File: src/hdl/spnh_pkg.sv
// Shared constants for the shortest-path next-hop router.
// Standalone package; used by shortest_path_next_hop_router.
`timescale 1ns / 1ps
`default_nettype none

package spnh_pkg;

    localparam int ADDR_W   = 3;
    localparam int WEIGHT_W = 8;
    localparam int PERIOD_W = 8;

    localparam logic [PERIOD_W-1:0] DEFAULT_PERIOD = 8'd20;
    localparam logic [WEIGHT_W-1:0] BASE_WEIGHT    = 8'd1;
    localparam logic [WEIGHT_W-1:0] MAX_WEIGHT     = 8'd255;
    localparam logic [ADDR_W-1:0]   DEFAULT_OWN    = 3'd0;

    // Register index, taken from paddr[2]
    localparam logic REG_OWN_ADDRESS  = 1'b0;
    localparam logic REG_RESET_PERIOD = 1'b1;

    localparam logic OP_SEND    = 1'b0;
    localparam logic OP_FORWARD = 1'b1;

endpackage

`default_nettype wire

File: src/hdl/shortest_path_next_hop_router.sv
// Shortest-path next-hop router: link weight store, Dijkstra sequencer, APB registers.
// Depends on spnh_pkg.
`timescale 1ns / 1ps
`default_nettype none

// Each request beat (start while busy is low) names a destination; one cycle-wide
// done strobe later carries hop_node, and the result cannot be held off. Requests
// whose destination is this node or lies outside the graph, or whose own address
// lies outside it, answer in the cycle after acceptance. Routed requests load the
// first row, run up to NODES-2 further relax rounds, walk the predecessors back
// from the destination, and on a send raise the link weight in a read and a write
// state. The run length is set by the weight store's single read port, which
// delivers one link per cycle to the shared compare-and-add unit. busy stays high
// for the whole run.
module shortest_path_next_hop_router #(
    parameter int NODES = 8
) (
    input  wire logic        clk,
    input  wire logic        rst_n,
    // request / result
    input  wire logic        start,
    output logic             busy,
    input  wire logic        opcode,
    input  wire logic [2:0]  dest_node,
    output logic             done,
    output logic [2:0]       hop_node,
    // configuration
    input  wire logic        psel,
    input  wire logic        penable,
    input  wire logic        pwrite,
    input  wire logic [2:0]  paddr,
    input  wire logic [31:0] pwdata,
    output logic [31:0]      prdata,
    output logic             pready
);

    localparam int LINKS = NODES * (NODES - 1) / 2;
    localparam int NW    = $clog2(NODES);
    localparam int CW    = $clog2(NODES + 1);
    localparam int SW    = (LINKS > 1) ? $clog2(LINKS) : 1;
    localparam int MAXD  = (NODES - 1) * 255;
    localparam int DW    = $clog2(MAXD + 2);

    localparam logic [DW-1:0] DINF    = '1;
    localparam logic [CW-1:0] NODES_C = CW'(NODES);
    localparam logic [CW-1:0] ROUNDS  = CW'(NODES - 2);

    typedef enum logic [2:0] {
        S_IDLE,
        S_INIT,
        S_RELAX,
        S_WALK,
        S_INC_RD,
        S_INC_WR
    } state_t;

    function automatic logic [SW-1:0] pair_slot(input logic [NW-1:0] a,
                                                 input logic [NW-1:0] b);
        logic [15:0] l;
        logic [15:0] h;
        logic [15:0] s;
        l = (a < b) ? 16'(a) : 16'(b);
        h = (a < b) ? 16'(b) : 16'(a);
        s = l * 16'(NODES) - ((l * (l + 16'd1)) >> 1) + h - l - 16'd1;
        if (a == b) begin
            s = 16'd0;
        end
        return s[SW-1:0];
    endfunction

    function automatic logic [NW-1:0] to_node(input logic [2:0] a);
        logic [NW+2:0] e;
        e = {{NW{1'b0}}, a};
        return e[NW-1:0];
    endfunction

    function automatic logic [2:0] to_addr(input logic [NW-1:0] n);
        logic [NW+2:0] e;
        e = {3'b000, n};
        return e[2:0];
    endfunction

    // configuration and control
    state_t                       state_reg;
    logic [spnh_pkg::ADDR_W-1:0]  own_address_reg;
    logic [spnh_pkg::PERIOD_W-1:0] reset_period_reg;
    logic [spnh_pkg::PERIOD_W-1:0] send_counter_reg;
    logic [LINKS-1:0]             wvalid_reg;
    logic                         done_reg;
    logic [2:0]                   hop_node_reg;

    // search state
    logic [NW-1:0]     src_reg;
    logic [NW-1:0]     dst_reg;
    logic [NW-1:0]     anchor_reg;
    logic [DW-1:0]     best_reg;
    logic [CW-1:0]     cnt_reg;
    logic [CW-1:0]     rounds_reg;
    logic              cand_found_reg;
    logic [DW-1:0]     cand_dist_reg;
    logic [NW-1:0]     cand_idx_reg;
    logic [NODES-1:0]  seen_reg;
    logic [DW-1:0]     dist_reg [NODES];
    logic [NW-1:0]     pred_reg [NODES];
    logic [NW-1:0]     cur_reg;
    logic [CW-1:0]     steps_reg;
    logic              do_inc_reg;

    // weight store
    logic [spnh_pkg::WEIGHT_W-1:0] link_mem [LINKS];
    logic [spnh_pkg::WEIGHT_W-1:0] rdata_reg;
    logic                          rvalid_reg;

    logic [NW-1:0]  issue_idx;
    logic [NW-1:0]  proc_idx;
    logic [SW-1:0]  inc_slot;
    logic [SW-1:0]  raddr;
    logic [spnh_pkg::WEIGHT_W-1:0] w;
    logic           same;
    logic           edge_ok;
    logic [DW-1:0]  dist_p;
    logic [DW:0]    relax_sum;
    logic           relax_upd;
    logic [DW-1:0]  new_d;
    logic           cand_take;
    logic           fin_found;
    logic [DW-1:0]  fin_dist;
    logic [NW-1:0]  fin_idx;
    logic           phase_end;
    logic [NW-1:0]  pred_cur;
    logic           walk_stop;
    logic           mem_we;
    logic [spnh_pkg::WEIGHT_W-1:0] cnt_inc;
    logic           req_send;
    logic           req_valid;
    logic           cfg_write;

    assign busy      = (state_reg != S_IDLE);
    assign done      = done_reg;
    assign hop_node  = hop_node_reg;
    assign pready    = 1'b1;
    assign cfg_write = psel && penable && pwrite;

    always_comb
    begin
        unique case (paddr[2])
            spnh_pkg::REG_OWN_ADDRESS:  prdata = {29'd0, own_address_reg};
            spnh_pkg::REG_RESET_PERIOD: prdata = {24'd0, reset_period_reg};
            default:                    prdata = 32'd0;
        endcase
    end

    assign issue_idx = cnt_reg[NW-1:0];
    assign proc_idx  = NW'(cnt_reg - CW'(1));
    assign inc_slot  = pair_slot(src_reg, dst_reg);
    assign raddr     = (state_reg == S_INC_RD) ? inc_slot : pair_slot(anchor_reg, issue_idx);

    // shared compare-and-add on the link just read
    assign w         = rvalid_reg ? rdata_reg : spnh_pkg::BASE_WEIGHT;
    assign same      = (anchor_reg == proc_idx);
    assign edge_ok   = !same && (w != '0);
    assign dist_p    = dist_reg[proc_idx];
    assign relax_sum = {1'b0, best_reg} + (DW+1)'(w);
    assign relax_upd = !seen_reg[proc_idx] && edge_ok && (relax_sum < {1'b0, dist_p});

    always_comb
    begin
        if (state_reg == S_INIT) begin
            new_d     = same ? '0 : (edge_ok ? DW'(w) : DINF);
            cand_take = !same && (new_d < cand_dist_reg);
        end else begin
            new_d     = relax_upd ? relax_sum[DW-1:0] : dist_p;
            cand_take = !seen_reg[proc_idx] && (new_d < cand_dist_reg);
        end
    end

    assign fin_found = cand_found_reg || cand_take;
    assign fin_dist  = cand_take ? new_d : cand_dist_reg;
    assign fin_idx   = cand_take ? proc_idx : cand_idx_reg;
    assign phase_end = (cnt_reg == NODES_C);

    assign pred_cur  = pred_reg[cur_reg];
    assign walk_stop = (steps_reg == NODES_C) || (pred_cur == src_reg);

    assign mem_we    = (state_reg == S_INC_WR) && (w != spnh_pkg::MAX_WEIGHT);
    assign cnt_inc   = send_counter_reg + 8'd1;
    assign req_send  = (opcode == spnh_pkg::OP_SEND);
    assign req_valid = ({2'b00, own_address_reg} < 5'(NODES))
                    && ({2'b00, dest_node} < 5'(NODES));

    always_ff @(posedge clk)
    begin
        if (mem_we) begin
            link_mem[inc_slot] <= w + 8'd1;
        end
        rdata_reg  <= link_mem[raddr];
        rvalid_reg <= wvalid_reg[raddr];
    end

    always_ff @(posedge clk or negedge rst_n)
    begin
        if (!rst_n) begin
            state_reg        <= S_IDLE;
            own_address_reg  <= spnh_pkg::DEFAULT_OWN;
            reset_period_reg <= spnh_pkg::DEFAULT_PERIOD;
            send_counter_reg <= '0;
            wvalid_reg       <= '0;
            done_reg         <= 1'b0;
            hop_node_reg     <= '0;
            cnt_reg          <= '0;
            rounds_reg       <= '0;
            steps_reg        <= '0;
            cand_found_reg   <= 1'b0;
            do_inc_reg       <= 1'b0;
            seen_reg         <= '0;
        end else begin
            done_reg <= 1'b0;

            if (cfg_write) begin
                unique case (paddr[2])
                    spnh_pkg::REG_OWN_ADDRESS:  own_address_reg  <= pwdata[2:0];
                    spnh_pkg::REG_RESET_PERIOD: reset_period_reg <= pwdata[7:0];
                    default: ;
                endcase
            end

            unique case (state_reg)
                S_IDLE:
                begin
                    if (start) begin
                        if (req_send) begin
                            if (cnt_inc >= reset_period_reg) begin
                                wvalid_reg       <= '0;
                                send_counter_reg <= '0;
                            end else begin
                                send_counter_reg <= cnt_inc;
                            end
                        end
                        priority if (!req_valid) begin
                            done_reg     <= 1'b1;
                            hop_node_reg <= dest_node;
                        end else if (own_address_reg == dest_node) begin
                            done_reg     <= 1'b1;
                            hop_node_reg <= own_address_reg;
                        end else begin
                            src_reg        <= to_node(own_address_reg);
                            dst_reg        <= to_node(dest_node);
                            anchor_reg     <= to_node(own_address_reg);
                            seen_reg       <= '0;
                            cnt_reg        <= '0;
                            rounds_reg     <= '0;
                            cand_found_reg <= 1'b0;
                            cand_dist_reg  <= DINF;
                            do_inc_reg     <= req_send;
                            state_reg      <= S_INIT;
                        end
                    end
                end

                S_INIT, S_RELAX:
                begin
                    if (cnt_reg != '0) begin
                        dist_reg[proc_idx] <= new_d;
                        if (state_reg == S_INIT) begin
                            pred_reg[proc_idx] <= src_reg;
                            if (same) begin
                                seen_reg[proc_idx] <= 1'b1;
                            end
                        end else if (relax_upd) begin
                            pred_reg[proc_idx] <= anchor_reg;
                        end
                        if (cand_take) begin
                            cand_found_reg <= 1'b1;
                            cand_dist_reg  <= new_d;
                            cand_idx_reg   <= proc_idx;
                        end
                    end
                    if (phase_end) begin
                        if (fin_found && (rounds_reg < ROUNDS)) begin
                            // close the nearest open node and relax from it
                            seen_reg[fin_idx] <= 1'b1;
                            anchor_reg        <= fin_idx;
                            best_reg          <= fin_dist;
                            rounds_reg        <= rounds_reg + CW'(1);
                            cnt_reg           <= '0;
                            cand_found_reg    <= 1'b0;
                            cand_dist_reg     <= DINF;
                            state_reg         <= S_RELAX;
                        end else begin
                            cur_reg   <= dst_reg;
                            steps_reg <= '0;
                            state_reg <= S_WALK;
                        end
                    end else begin
                        cnt_reg <= cnt_reg + CW'(1);
                    end
                end

                S_WALK:
                begin
                    if (walk_stop) begin
                        hop_node_reg <= to_addr(cur_reg);
                        if (do_inc_reg) begin
                            state_reg <= S_INC_RD;
                        end else begin
                            done_reg  <= 1'b1;
                            state_reg <= S_IDLE;
                        end
                    end else begin
                        cur_reg   <= pred_cur;
                        steps_reg <= steps_reg + CW'(1);
                    end
                end

                S_INC_RD:
                begin
                    state_reg <= S_INC_WR;
                end

                S_INC_WR:
                begin
                    if (mem_we) begin
                        wvalid_reg[inc_slot] <= 1'b1;
                    end
                    done_reg  <= 1'b1;
                    state_reg <= S_IDLE;
                end

                default:
                begin
                    state_reg <= S_IDLE;
                end
            endcase
        end
    end

endmodule

`default_nettype wire
File: config.mk
export PLATFORM = sky130hd
export DESIGN_NAME = shortest_path_next_hop_router
export DESIGN_NICKNAME = d
export VERILOG_FILES = /design/src/hdl/spnh_pkg.sv /design/src/hdl/shortest_path_next_hop_router.sv
export SDC_FILE = /design/constraint.sdc
export NUM_CORES = 1
export LEC_CHECK = 0
export BUFFER_PORTS_ARGS = -buffer_cell sky130_fd_sc_hd__buf_2
export CELL_PAD_IN_SITES_DETAIL_PLACEMENT = 0
export CELL_PAD_IN_SITES_GLOBAL_PLACEMENT = 2
export CORE_MARGIN = 5
export CORE_UTILIZATION = 42
export CTS_CLUSTER_SIZE = 25
export DETAILED_ROUTE_END_ITERATION = 8
export PLACE_DENSITY = 0.75
export SLEW_MARGIN = 25
export SYNTH_ARGS = -nofsm -noshare
export SYNTH_HDL_FRONTEND = slang
export SYNTH_SLANG_ARGS = --single-unit
File: constraint.sdc
create_clock -name clk -period 15.8 [get_ports clk]
set_input_delay 0.79 -clock clk [delete_from_list [all_inputs] [get_ports clk]]
set_output_delay 0.79 -clock clk [all_outputs]
set_load 0.01 [all_outputs]
Word level (Yosys, flattened, before mapping) --
Memory sizes are Yosys's and may differ from the RTL's. A register that Yosys moved wholly into a read port is not among the register bits. Cells that the tools add are included.
Operators by class: add/sub/neg operators 17, multiply operators 2, $lt $le $gt $ge 14, equality and inequality tests 25, mux-type cells 107, bitwise logic cells 7, reduce and logical (&&, ||, !) cells 45
Operators by type and width (count):
- 2-to-1 mux 28 bit | 4
- 2-to-1 mux 11 bit | 10
- 2-to-1 mux 8 bit | 10
- 2-to-1 mux 3 bit | 22
- case mux 32 bit (2 select lines) | 1
- case mux 28 bit (2 select lines) | 1
- 2-to-1 mux 4 bit | 9
- 2-to-1 mux 1 bit | 31
- OR 28 bit | 1
- AND reduction 4 bit | 7
- case mux 4 bit (2 select lines) | 3
- less-than comparator 11 bit | 2
- != test 2 bit, second input constant | 11
- case mux 11 bit (2 select lines) | 1
- case mux 3 bit (2 select lines) | 3
- adder 8 x 1 -> 8 bit, second input constant | 2
- OR 8 bit | 2
- case mux 8 bit (2 select lines) | 1
- == test 3 bit | 5
- logical AND 1 bit | 15
- 2-to-1 mux 5 bit | 3
- AND reduction 5 bit | 3
- adder 11 x 8 -> 12 bit | 1
- adder 4 x 1 -> 4 bit, second input constant | 3
- other kinds (41) | 66
Storage, ports and cells: register bits 114, bits in writable memories 336, output and inout bits 38, logic and storage cells 241, memories 3
Memories:
- link_mem | words 28, bits a word 8, read ports 1, clocked after memory_dff 1, write ports 1, line shortest_path_next_hop_router.sv:110 | logic [spnh_pkg::WEIGHT_W-1:0] link_mem [LINKS];
- dist_reg | words 8, bits a word 11, read ports 1, clocked after memory_dff 0, write ports 1, line shortest_path_next_hop_router.sv:103 | logic [DW-1:0] dist_reg [NODES];
- pred_reg | words 8, bits a word 3, read ports 1, clocked after memory_dff 1, write ports 1, line shortest_path_next_hop_router.sv:104 | logic [NW-1:0] pred_reg [NODES];

Longest topological paths before layout --
depth after elaboration 19, mapped depth 32, mapped depth without buffers 28

Worst setup path after synthesis --
Ideal clock, no wire load.
kind register to register, start point register cnt_reg[0], end point register best_reg[0], enable pin, setup time 393 ps, arrival time 6632 ps, data required time 15407 ps, setup slack 8775 ps, stages on the path, launching flop included 25, path buffers 3, cell sequence dfrtp_1 -> buf_2 -> clkinv_1 -> ha_1 -> xor2_2 -> clkbuf_1 -> buf_1 -> mux4_2 -> mux2i_1 -> ha_1 -> a211oi_1 -> nand4b_1 -> nand4_1 -> nand2_2 -> or4b_2 -> o21ai_1 -> ha_1 -> a21o_1 -> a21o_1 -> a21o_1 -> a211oi_1 -> o311a_1 -> o311ai_1 -> and2_1 -> nor3_1
Between the ends: longest elaborated chain between the ends 13, elaborated cells on any way between the ends 23, those cells by class add/sub (1); order compare (3); eq/ne (2); mux (6); reduce/logical (10); memory (1)
Ends and longest elaborated chain:
- from (decl) | line shortest_path_next_hop_router.sv:97 | logic [CW-1:0] cnt_reg;
- from (signal assigned) | line shortest_path_next_hop_router.sv:295 | cnt_reg <= cnt_reg + CW'(1);
- branches (longest 12 deep; another with less-than comparator 12 x 11 -> 1 bit)
- AND reduction 4 bit (no line) (*)
- to (signal assigned) | line shortest_path_next_hop_router.sv:283 | best_reg <= fin_dist;
- to (decl) | line shortest_path_next_hop_router.sv:96 | logic [DW-1:0] best_reg;
Every way passes the cells marked *. The select of a mux whose other input is x is not followed. A chain may end at the register's enable or synchronous reset.

Final worst setup path --
start point register cnt_reg[0], end point register best_reg[6], enable pin
The elaborated chain is that of the path after synthesis.

==> reports/metrics.yaml <==
synthesis:
  yosys.area.top_type: "edfxtp_1"
  synth_area_leaders: "edfxtp_1 (49%), dfrtp_1 (8.0%), nand2_1 (6.0%)"
  synth_top_flop_cell: "edfxtp_1"
  synthMostInstantiatedCell: "edfxtp_1"
  ys_async_sr_fraction_pct: 16.5
  syn_inst: 2027
  netlist.area_leader.share_pct: 48.6
  synth.yosys.seq_area_share_pct: 57.9
  postSynthAreaPerCell_sq_um: 11.4
  synth.distinct_cells: 91
  synth_commonest_cells: "edfxtp_1 (373), nand2_1 (367), nor2_1 (129)"
  ys_ff_latch: 461
  syn_area_sq_mm: 0.0230
  synth_warnings: 0
  synth_edf_count: 373
sta:
  slew_violations: 0
  tightest_slew_ps: 1000
  setup_violations: 0
  final_hold_viol_count: 0
  timing.slew.headroom_pct: 31.3
  fin_crit_sh_pct: 53.1
  grt_setup_unrepaired: "no"
  fin_tns_setup_ps: 0
  finClkSkew_ps: 35.0
  fmax_mhz: 119
  fin_crit_ps: 8390
detailed_routing:
  post-route-drc-count: 0
  wl_per_cell_um: 21.0
  vias: 15400
  vias_per_cell: 5.55
  wl_mm: 58.5
  postRouteAntennaNets: 0
  first_pass_iters: 5
  drt_first_iter_violations: 984
global_routing:
  overflow: 0
  grt_pass1_wl_mm: 92.1
  antenna_found_initial: 0
  grt_pass1_vias: 15400
  grt_start_max_net_pins: 73
  track_usage_pct: 19.5
clock_tree:
  cts_buffer_depth: 3
  cts_resized: 0
  ctsHoldBuffers: 0
  post_cts.repair.setup_buffers: 0
  insertion_delay_ps: 610
  cts_tree: "yes"
  htree_levels: 2
  cts_sinks: 461
  cts.clk_slew.worst_paths_ps: 60
  cts-root-buf: "clkbuf_16"
  cts_buffers: 51
finish:
  fin_nets: 2186
  nFillCells: 4945
  n_antenna_cell: 0
  layout-drive-gt1-share_pct: 11.9
  largest_reg_flops: 224
  syn_to_final_growth_pct: 11.8
die:
  die_area_sq_mm: 0.0596
  die_w_um: 244
  rows: 85
  io_pins: 83
  start_util_pct: 42.6
  die_y_um: 244
  core_sq_mm: 0.0540
placement:
  port_buffers: 31
  place_congestion: 0.804
  dp_hpwl_mm: 38.2
worst_setup_path:
  critPathRequiredTime_ps: 16030
  timing.rr.start: "cnt_reg[0]$_DFFE_PN0P_"
  r2r_slack_ps: 7410
  rr_worst_depth: 23
  crit_fanout: 20
  r2r-end: "best_reg[6]$_DFFE_PP_"
  crit_path_end_kind: "flop"
  critPathArrivalTime_ps: 8620
  start_kind: "flop"
  worst-setup-path-type: "reg2reg"
flow_run:
  cap_violations: 0
min_path:
  hp-class: "in2async"
outcome:
  status: "finished clean"
## stage by stage
stage / setup slack (ps) / hold slack (ps) / area (sq um) / util (%) / std cells
floorplan: 8770 / 452 / 23100 / - / 2050
global placement: 7150 / 463 / 23900 / 44.3 / 2683
detailed placement: 7000 / 467 / 23900 / 44.3 / 2683
CTS: 6980 / 40.6 / 25700 / 47.6 / 2779
global route: 6860 / 61.6 / 25800 / 47.7 / 2779
finish: 7410 / 74.2 / 25800 / 47.7 / 2779
## worst max-delay path by stage
stage / depth (start not counted) / to / slack, ps / startpoint
after floorplan: 24 / best_reg[0]$_DFFE_PP_ / 8770 / cnt_reg[0]$_DFFE_PN0P_
after global placement: 23 / best_reg[9]$_DFFE_PP_ / 7150 / cnt_reg[0]$_DFFE_PN0P_
after detailed placement: 23 / best_reg[8]$_DFFE_PP_ / 7000 / cnt_reg[0]$_DFFE_PN0P_
after CTS: 23 / best_reg[6]$_DFFE_PP_ / 6980 / cnt_reg[0]$_DFFE_PN0P_
after global routing: 23 / best_reg[8]$_DFFE_PP_ / 6860 / cnt_reg[0]$_DFFE_PN0P_
final: 23 / best_reg[6]$_DFFE_PP_ / 7410 / cnt_reg[0]$_DFFE_PN0P_
## metal layers
metal  wire length (um)  global-route usage (%)  vias up
li1                   -                       -     7368
met2              28400                    32.5      276
met5                  0                       0        -
met3               2040                    2.53       98
met4               1540                    5.43        0
met1              26500                    27.1     7669
## cell families (layout without fill, tap and decap cells)
kind of cell	Yosys count	count (layout)	synth area share (%)
compound gates	334	334	9.67
simple gates	772	772	15.1
mux	97	97	5.64
xor+xnor	46	46	1.85
other cells	2	25	0.0326
fa+ha+maj	101	101	5.81
buf+inv	214	247	4.01
flops	461	461	57.9
## worst max-delay path, cell delays in order, from the launching register on
cell and delay, ps:
dfrtp_1 350, clkinv_1 450, ha_1 500, buf_4 280
clkinv_1 670, nand2_1 590, a21oi_1 100, nor4_1 680
ha_1 380, a21oi_1 120, o21ai_0 90, nand2b_1 90
o211ai_2 180, nor3_4 790, mux2_2 430, inv_1 60
ha_1 230, a21oi_1 180, nor3_1 70, a2111oi_0 350
o311a_1 400, o311ai_1 220, and2_1 270, nor3_4 520
## cell usage in the layout (no fill, tap or decap), types with 10 or more instances in the layout
master / count
fa_1: 10
clkinv_1: 10
ha_1: 91
mux4_2: 20
nand2b_1: 15
edfxtp_1: 373
and2_1: 22
dfrtp_1: 74
nand2_1: 367
mux2i_1: 33
xor2_1: 11
and3_1: 34
xnor2_1: 29
nand3_1: 122
bufinv_16: 10
clkbuf_16: 51
clkbuf_1: 10
mux2_2: 40
o21ai_0: 54
nor3_1: 20
conb_1: 25
dfxtp_1: 12
a21o_1: 25
inv_1: 89
nor2_1: 127
nand4_1: 15
a311oi_1: 29
buf_4: 30
a31oi_1: 56
a21oi_1: 81
buf_2: 30
## area by class of cell
type / count / area (sq um) / share of cell area (%)
well taps: 696 / 871 / 3.38
repair buffers: 60 / 375 / 1.46
inverters: 91 / 342 / 1.33
clock buffers: 63 / 1340 / 5.21
multi-input cells: 1375 / 9020 / 35.0
flip-flops and latches: 461 / 13300 / 51.8
clock inverters: 33 / 468 / 1.82
Power is not shown: default switching activity piles up to over one toggle a cycle in this logic, so the estimate is an artifact.
